File: config.mk
export PLATFORM = sky130hd
export DESIGN_NAME = toel_ctrl
export DESIGN_NICKNAME = d
export VERILOG_FILES = /design/src/sv/toel_pkg.sv /design/src/sv/toel_ctrl.sv
export SDC_FILE = /design/constraint.sdc
export NUM_CORES = 1
export LEC_CHECK = 0
export ABC_CLOCK_PERIOD_IN_PS = 2650
export BUFFER_PORTS_ARGS = -buffer_cell sky130_fd_sc_hd__buf_4
export CORE_MARGIN = 5
export CORE_UTILIZATION = 42
export CTS_CLUSTER_SIZE = 10
export DETAILED_ROUTE_END_ITERATION = 7
export PLACE_DENSITY = 0.78
export SETUP_SLACK_MARGIN = 0.02
export SYNTH_ARGS = -nofsm -noshare
export SYNTH_HDL_FRONTEND = slang
export SYNTH_SLANG_ARGS = --single-unit
export TNS_END_PERCENT = 20
File: constraint.sdc
create_clock -name i_clk -period 2.65 [get_ports i_clk]
set_input_delay 0.1325 -clock i_clk [delete_from_list [all_inputs] [get_ports i_clk]]
set_output_delay 0.1325 -clock i_clk [all_outputs]
set_load 0.02 [all_outputs]
File: src/sv/toel_pkg.sv
// shared types and constants for the timestamp ordered entry list
`timescale 1ns / 1ps
package toel_pkg;
    localparam int CAPACITY  = 32;
    localparam int IDX_W     = $clog2(CAPACITY);
    localparam int CNT_W     = $clog2(CAPACITY + 1);
    localparam int KEY_W     = 38;
    localparam int ENTRY_W   = 54;

    // item modes
    localparam logic [2:0] MODE_FRONT  = 3'd0;
    localparam logic [2:0] MODE_SORTED = 3'd1;
    localparam logic [2:0] MODE_APPEND = 3'd2;
    localparam logic [2:0] MODE_DEL_1ST = 3'd3;
    localparam logic [2:0] MODE_DEL_KEY = 3'd4;
    localparam logic [2:0] MODE_DEL_END = 3'd5;
    localparam logic [2:0] MODE_DUMP   = 3'd6;

    // result status codes
    localparam logic [2:0] ST_DONE    = 3'd0;
    localparam logic [2:0] ST_FULL    = 3'd1;
    localparam logic [2:0] ST_EMPTY   = 3'd2;
    localparam logic [2:0] ST_NOMATCH = 3'd3;
    localparam logic [2:0] ST_READOUT = 3'd4;

    // controller to datapath
    typedef struct packed {
        logic                load;    // capture the incoming transaction
        logic                insert;  // shift up from position and write entry
        logic                remove;  // shift down from position
        logic                front;   // position is zero
        logic                at_end;  // position is the count (insert) or count-1 (remove)
        logic                rd_step; // advance the readout pointer
        logic                rd_clr;  // restart the readout pointer
    } t_cmd;

    // datapath to controller
    typedef struct packed {
        logic [CNT_W-1:0]    count;
        logic                found;   // an entry with equal key exists
        logic                rd_last; // readout pointer is at the final entry
    } t_sts;
endpackage

File: src/sv/toel_ctrl.sv
// controller sequencing updates, readout and the result register
`timescale 1ns / 1ps
module toel_ctrl import toel_pkg::*; (
    input  logic               i_clk,
    input  logic               i_rst_n,
    input  logic               i_valid,
    output logic               o_ready,
    input  logic [2:0]         i_mode,
    input  t_sts               i_sts,
    input  logic [ENTRY_W-1:0] i_rd_entry,
    output t_cmd               o_cmd,
    output logic               o_valid,
    input  logic               i_ready,
    output logic [2:0]         o_status,
    output logic [5:0]         o_count,
    output logic [ENTRY_W-1:0] o_entry,
    output logic               o_last
);
    localparam logic [1:0] S_IDLE = 2'd0;
    localparam logic [1:0] S_EXEC = 2'd1;
    localparam logic [1:0] S_DUMP = 2'd2;
    localparam logic [1:0] S_WAIT = 2'd3;

    logic [1:0]         r_state, n_state;
    logic [2:0]         r_mode;
    logic               r_valid;
    logic [2:0]         r_status;
    logic [ENTRY_W-1:0] r_entry;
    logic               r_last;
    logic               w_slot, w_full, w_empty;
    logic [CNT_W-1:0]   w_cnt_after;

    assign w_slot  = !r_valid || i_ready;
    assign w_full  = i_sts.count >= CNT_W'(CAPACITY);
    assign w_empty = i_sts.count == '0;
    assign o_ready = (r_state == S_IDLE);

    // commands
    always_comb begin
        o_cmd = '0;
        o_cmd.load = (r_state == S_IDLE) && i_valid;
        if (r_state == S_EXEC && w_slot) begin
            unique case (r_mode) inside
                MODE_FRONT, MODE_SORTED, MODE_APPEND: begin
                    o_cmd.insert = !w_full;
                    o_cmd.front  = (r_mode == MODE_FRONT);
                    o_cmd.at_end = (r_mode == MODE_APPEND);
                end
                MODE_DEL_1ST, MODE_DEL_END: begin
                    o_cmd.remove = !w_empty;
                    o_cmd.front  = (r_mode == MODE_DEL_1ST);
                    o_cmd.at_end = (r_mode == MODE_DEL_END);
                end
                MODE_DEL_KEY: o_cmd.remove = i_sts.found;
                default: o_cmd.rd_clr = 1'b1;
            endcase
        end
        if (r_state == S_DUMP && w_slot)
            o_cmd.rd_step = 1'b1;
    end

    // next state
    always_comb begin
        n_state = r_state;
        unique case (r_state)
            S_IDLE: if (i_valid) n_state = S_EXEC;
            S_EXEC: if (w_slot)
                n_state = (r_mode == MODE_DUMP && !w_empty) ? S_DUMP : S_WAIT;
            S_DUMP: if (w_slot && i_sts.rd_last) n_state = S_WAIT;
            S_WAIT: n_state = S_IDLE;
            default: n_state = S_IDLE;
        endcase
    end

    assign w_cnt_after = o_cmd.insert ? i_sts.count + CNT_W'(1) :
                         o_cmd.remove ? i_sts.count - CNT_W'(1) : i_sts.count;

    always_ff @(posedge i_clk) begin
        if (!i_rst_n) begin
            r_state <= S_IDLE;
            r_valid <= 1'b0;
        end else begin
            r_state <= n_state;
            if (o_cmd.load) r_mode <= i_mode;
            // result register
            if (r_state == S_EXEC && w_slot && !(r_mode == MODE_DUMP && !w_empty)) begin
                r_valid <= 1'b1;
                r_entry <= '0;
                r_last  <= 1'b1;
                o_count <= w_cnt_after[5:0];
                case (r_mode) inside
                    MODE_FRONT, MODE_SORTED, MODE_APPEND:
                        r_status <= w_full ? ST_FULL : ST_DONE;
                    MODE_DEL_1ST, MODE_DEL_END, MODE_DUMP:
                        r_status <= w_empty ? ST_EMPTY : ST_DONE;
                    MODE_DEL_KEY:
                        r_status <= w_empty ? ST_EMPTY : (i_sts.found ? ST_DONE : ST_NOMATCH);
                    default: r_status <= ST_DONE;
                endcase
            end else if (r_state == S_DUMP && w_slot) begin
                r_valid  <= 1'b1;
                r_status <= ST_READOUT;
                r_entry  <= i_rd_entry;
                r_last   <= i_sts.rd_last;
                o_count  <= i_sts.count[5:0];
            end else if (i_ready) begin
                r_valid <= 1'b0;
            end
        end
    end

    assign o_valid  = r_valid;
    assign o_status = r_status;
    assign o_entry  = r_entry;
    assign o_last   = r_last;
endmodule

==> results.ini, run 1 <==
[global_route]
antenna_found_initial = 0
grt_usage = 0.158
grt_pass1_wl_um = 10800
grt_overflow = 0
grt_start_max_net_pins = 65
grt_pass1_vias = 2173

[detailed_routing]
totalWireLength_um = 7530
dr.pass1.iters = 5
ant_nets = 0
highest_layer = met4
wire_per_inst_um = 15.8
vias = 2240
drt-initial-drc-count = 117
viasPerCell = 4.72
drc = 0
wl_met3_um = 816
wl_met1_um = 2950
met2_length_um = 3670

[worst_setup_path]
crit_buf_inv = 2
worst-path-stages = 6
critical_path_class = flop to flop
startpoint_type = flop
cp.arrival_ns = 2.22
worst_r2r_path_depth = 6
worstReg2RegStart = r_mode[2]$_DFFE_PP_
critPathTopFamily = buffers and inverters
cp_cell_sequence = nand2_1 > nor2_1 > a21oi_4 > inv_2 > buf_4 > and2_1
worst_path_largest_cell_delay_ns = 0.53
cp_slowest_cell = edfxtp_1
cp-end-kind = flop
cp-startpoint = r_mode[2]$_DFFE_PP_
path_max_fanout = 38
critical_path_required_ns = 2.85

[clock_tree]
clk_path_buf_depth = 2
clock_sinks = 70
clockRootBuffer = clkbuf_8
cts_max_level = 3
cts_buffers = 9
insertion_delay_ns = 0.34
tritoncts = yes
clk_pin_slew_worst_paths_ns = 0.07
cts_resized = 0

[layout]
n_antenna_cell = 0
drive_above_1_share = 0.457
fin_cells = 475
area_delta_synth_final_pct = 44.2
layout.nets = 446
fin_util = 0.619
final_common_cell = buf_4
fin_area_sq_mm = 0.00449
mostFrequentLayoutCells = buf_4, edfxtp_1, and2_1, nand2_1, clkbuf_8

[die]
core_area_sq_mm = 0.00725
start_util = 0.429
dieArea_sq_mm = 0.00924
std_cell_rows = 31
die_h_um = 96.1
io_pins = 142
die_w_um = 96.1

[yosys]
avgSynthCellArea_sq_um = 13.9
synth_top_area_share = 0.646
seq_area_frac_synth = 0.665
yosysTopAreaCell = edfxtp_1
synth_fp_nets = 299
netlist_area_sq_mm = 0.00311
ys_seq_elements = 70
netlist_instances = 224
yosys_warnings = 0
synth_cell_types = 41
ys_top_cells_by_area = edfxtp_1, and2_1, ha_1, and2_4, dfxtp_1

[pwr]
vdd_drop_max_v = 0.000673
fin_total_pwr_mw = 4.03
powerDensity_mw_per_mm2 = 897
leakage_nw = 1.88

[timing]
slew_headroom = 0.644
finalCriticalPeriod_ns = 2.03
worst_hold_slack_ns = 0.0528
setup_violations = 0
fin_worst_skew_ns = 0.00844
fmax_mhz = 494
slew_viol_final = 0
rsz0062_at_grt = no
worst_pin_slew_ns = 0.533
finalSetupTns_ns = 0
fin_ws_ns = 0.624
hold_viol = 0
fin_crit_sh = 0.765

[min_path]
min_from = i_rst_n
hold_path.class = input port to flop
whs_path_depth = 2

[placed_design]
place_hpwl_um = 5630
pre_cts_slack_ns = 0.643
place_congestion = 0.826
placed_cell_area_sq_mm = 0.00425
io_buffer_count = 141
dp.cells = 456

[status]
status = completed

[job]
drv_cap = 0

-- Yosys cell counts, drive strengths merged --
library cell / n
edfxtp: 67
and2: 58
nand2: 10
inv: 9
nor2: 8
buf: 7
ha: 6
a21oi: 5
nor3: 5
o21ai: 5
clkbuf: 3
dfxtp: 3
nand3: 3
nand3b: 3
nor2b: 3
xor2: 3
a211oi: 2
a21o: 2
a2bb2oi: 2
a41oi: 2
mux2i: 2
nand2b: 2
nand4: 2
o21a: 2
xnor2: 2
a31o: 1
a31oi: 1
a32oi: 1
and3: 1
nand4b: 1
nor4b: 1
o22ai: 1
o31a: 1
-- metal layers --
metal	vias up	global-route usage
met3	9	0.0539
met1	1030	0.181
met4	0	0.0557
met2	116	0.273
met5	-	0
li1	1085	-
-- final cells by class --
| class | count | area, sq um |
|---|---|---|
| fillers | 556 | 2760 |
| flip-flops and latches | 70 | 2070 |
| clock inverters | 6 | 86.3 |
| inverters | 9 | 33.8 |
| well taps | 99 | 124 |
| clock buffers | 10 | 128 |
| repair buffers | 146 | 1120 |
| multi-input cells | 135 | 932 |
-- cells by family (layout without fill, tap and decap cells) --
logic type                 Yosys count  count (layout)  share of synthesized area
AOI/OAI and AO/OA                   25              25                     0.0591
buffers and inverters               19             171                     0.0358
adders and majority gates            6               6                     0.0241
DFF                                 70              70                      0.665
and+or+nand+nor                     97              97                      0.195
muxes                                2               2                    0.00643
xor gates and xnor gates             5               5                     0.0141
-- path summary, 6_finish.rpt --
check                                   to  slack [ns]
setup / recovery  o_entry[8]$_SDFFCE_PN0P_        0.62
hold / removal        o_valid$_SDFFE_PN0P_        0.05
setup reg to reg  o_entry[8]$_SDFFCE_PN0P_        0.62
hold reg to reg    r_state[0]$_SDFFE_PN0P_        0.54
-- worst register-to-register path, cell delays in order, from the launching register on --
cell and delay [ns]:
edfxtp_1 0.53, nand2_1 0.12, nor2_1 0.24, a21oi_4 0.12, inv_2 0.41, buf_4 0.32
and2_1 0.16
-- what timing repair did --
action | 4_1_cts | 5_1_grt
setup buffers | 0 | 0
hold buffers | 3 | 0
hold endpoints to repair | 3 | 0
-- report_power, final --
part | leakage, nW | internal [mW] | total, mW | switching (mW)
sequential | 0.643 | 1.58 | 1.67 | 0.0870
combinational | 1.13 | 0.611 | 1.44 | 0.832
clock | 0.108 | 0.529 | 0.917 | 0.388
total | 1.88 | 2.72 | 4.03 | 1.31
-- sequential cells by signal (all words and copies together) (netlist names) --
register,count
o_entry,54
o_count,6
o_status,3
r_mode,3
r_state,2
o_last,1
o_valid,1
Note: power is estimated with default switching activity, not from simulation.
==> run 2, diff against run 1 <==
ABC_CLOCK_PERIOD_IN_PS = 2070   (was 2650)
CORE_UTILIZATION = 43   (was 42)
PLACE_DENSITY = 0.76   (was 0.78)
clock period = 2.07 ns   (was 2.65 ns; I/O delays follow)
==> run 2 against run 1 <==
Sequential cell count did not move. Maximum frequency increased by 8.4%. Setup slack got worse by 0.42 ns. Non-clock buffer count is 1 higher. Routed wire length shrank 2.1%. Combinational power up 31%. Largest cell class unchanged. Utilization rose by 0.82 points.
==> results.ini, run 2 (synthesis gave the netlist of run 1 again) <==
[status]
status = completed

[detailed_routing]
drc = 0
drt-initial-drc-count = 92
wire_per_inst_um = 15.5
totalWireLength_um = 7370
vias = 2296
ant_nets = 0
viasPerCell = 4.82
dr.pass1.iters = 4

[worst_setup_path]
cp.arrival_ns = 1.96
cp_slowest_cell = dfxtp_1
cp-end-kind = flop
path_max_fanout = 46
worst_path_largest_cell_delay_ns = 0.34
critical_path_required_ns = 2.16
cp_cell_sequence = inv_1 > ha_1 > nand2_1 > a21oi_4 > inv_2 > buf_12 > and2_1
startpoint_type = flop
critical_path_class = flop to flop

[clock_tree]
clockRootBuffer = clkbuf_8
cts_max_level = 3
tritoncts = yes
cts_post_setup_buffers_inserted = 0
clock_sinks = 70
cts_buffers = 9
clk_path_buf_depth = 2
clk_pin_slew_worst_paths_ns = 0.07
insertion_delay_ns = 0.34

[placed_design]
place_hpwl_um = 5650
dp.cells = 457
io_buffer_count = 141
placed_cell_area_sq_mm = 0.00427
place_congestion = 0.824

[global_route]
use_met1 = 0.182
grt_usage = 0.161
antenna_found_initial = 0
grt_pass1_wl_um = 10800
grt-busiest-layer = met2
grt_pass1_vias = 2222
met3_usage = 0.0663
grt_util_met2 = 0.273
grt_overflow = 0
grt_start_max_net_pins = 47

[timing]
fin_worst_skew_ns = 0.00851
slew_headroom = 0.771
setup_violations = 0
slew_viol_final = 0
hold_viol = 0
worst_pin_slew_ns = 0.344
finalSetupTns_ns = 0
rsz0062_at_grt = no
fmax_mhz = 535
fin_crit_sh = 0.903
finalCriticalPeriod_ns = 1.87

[layout]
n_antenna_cell = 0
drive_above_1_share = 0.462
layout.nets = 447
mostFrequentLayoutCells = buf_4, edfxtp_1, and2_1, nand2_1, clkbuf_8
fin_cells = 476
fin_area_sq_mm = 0.00448
area_delta_synth_final_pct = 43.8
final_common_cell = buf_4
fin_util = 0.627
largest_reg_flops = 54

[pwr]
vdd_drop_max_v = 0.000652
pwr-share-seq = 0.428
power_frac_clock = 0.192
p_int_mw = 3.28
switching_share = 0.343
leakage_nw = 1.87
switchingPower_mw = 1.71
power_frac_comb = 0.380
powerDensity_mw_per_mm2 = 1110

[die]
start_util = 0.436
io_pins = 142
core_area_sq_mm = 0.00714
die_w_um = 95.1
die_h_um = 95.1
dieArea_sq_mm = 0.00904
std_cell_rows = 31

[job]
drv_cap = 0

[min_path]
hold_path.class = input port to flop

-- run 2: power by group through the flow --
| stage | clock network, mW | registers (mW) | logic (mW) |
|---|---|---|---|
| after floorplan | 0 | 2.49 | 0.814 |
| after global placement | 0 | 2.16 | 1.87 |
| after detailed placement | 0 | 2.17 | 1.91 |
| after CTS | 0.975 | 2.14 | 1.92 |
| after global routing | 1.05 | 2.16 | 2.04 |
| final | 0.955 | 2.14 | 1.89 |
-- run 2: critical path, delay by kind of cell (launching register included) --
kind | cells | cell delay (ns)
simple gates | 2 | 0.35
buf+inv | 3 | 0.46
compound gates | 1 | 0.23
flops | 1 | 0.34
fa+ha+maj | 1 | 0.23
-- run 2: timing repair --
action | 4_1_cts | 5_1_grt
hold endpoints to repair | 3 | 0
hold buffers | 3 | 0
gates resized for setup | 0 | 0
-- run 2: final timing paths --
check                          start                         to  slack [ns]  cells after the start
max          r_state[1]$_SDFFE_PN0P_  o_entry[51]$_SDFFCE_PN0P_        0.20                      7
min                          i_rst_n       o_valid$_SDFFE_PN0P_        0.03                      2
max reg2reg  r_state[1]$_SDFFE_PN0P_  o_entry[51]$_SDFFCE_PN0P_        0.20                      7
min reg2reg  r_state[0]$_SDFFE_PN0P_    r_state[0]$_SDFFE_PN0P_        0.53                      1
-- run 2: cell type report --
type	instances	area, sq um
fill	577	2660
sequential	70	2070
timing repair buffer	147	1140
multi-input combinational	135	938
clock buffer	9	124
tap	99	124
clock inverter	7	50.0
inverter	9	33.8
-- run 2: per-stage QoR --
| stage | power, mW | hold WS [ns] | worst slack [ns] |
|---|---|---|---|
| 2_1_floorplan | 3.31 | 0.202 | 0.208 |
| 6_report | 4.98 | 0.0334 | 0.200 |
| 5_1_grt | 5.26 | 0.00919 | 0.0521 |
| 4_1_cts | 5.03 | 0.0188 | 0.201 |
| 3_5_place_dp | 4.08 | 0.283 | 0.205 |
| 3_3_place_gp | 4.03 | 0.281 | 0.259 |
-- run 2: layer usage --
layer	wire length (um)	part of all wire
met1	2780	0.38
met4	81	0.011
met3	858	0.12
met5	0	0
met2	3650	0.49
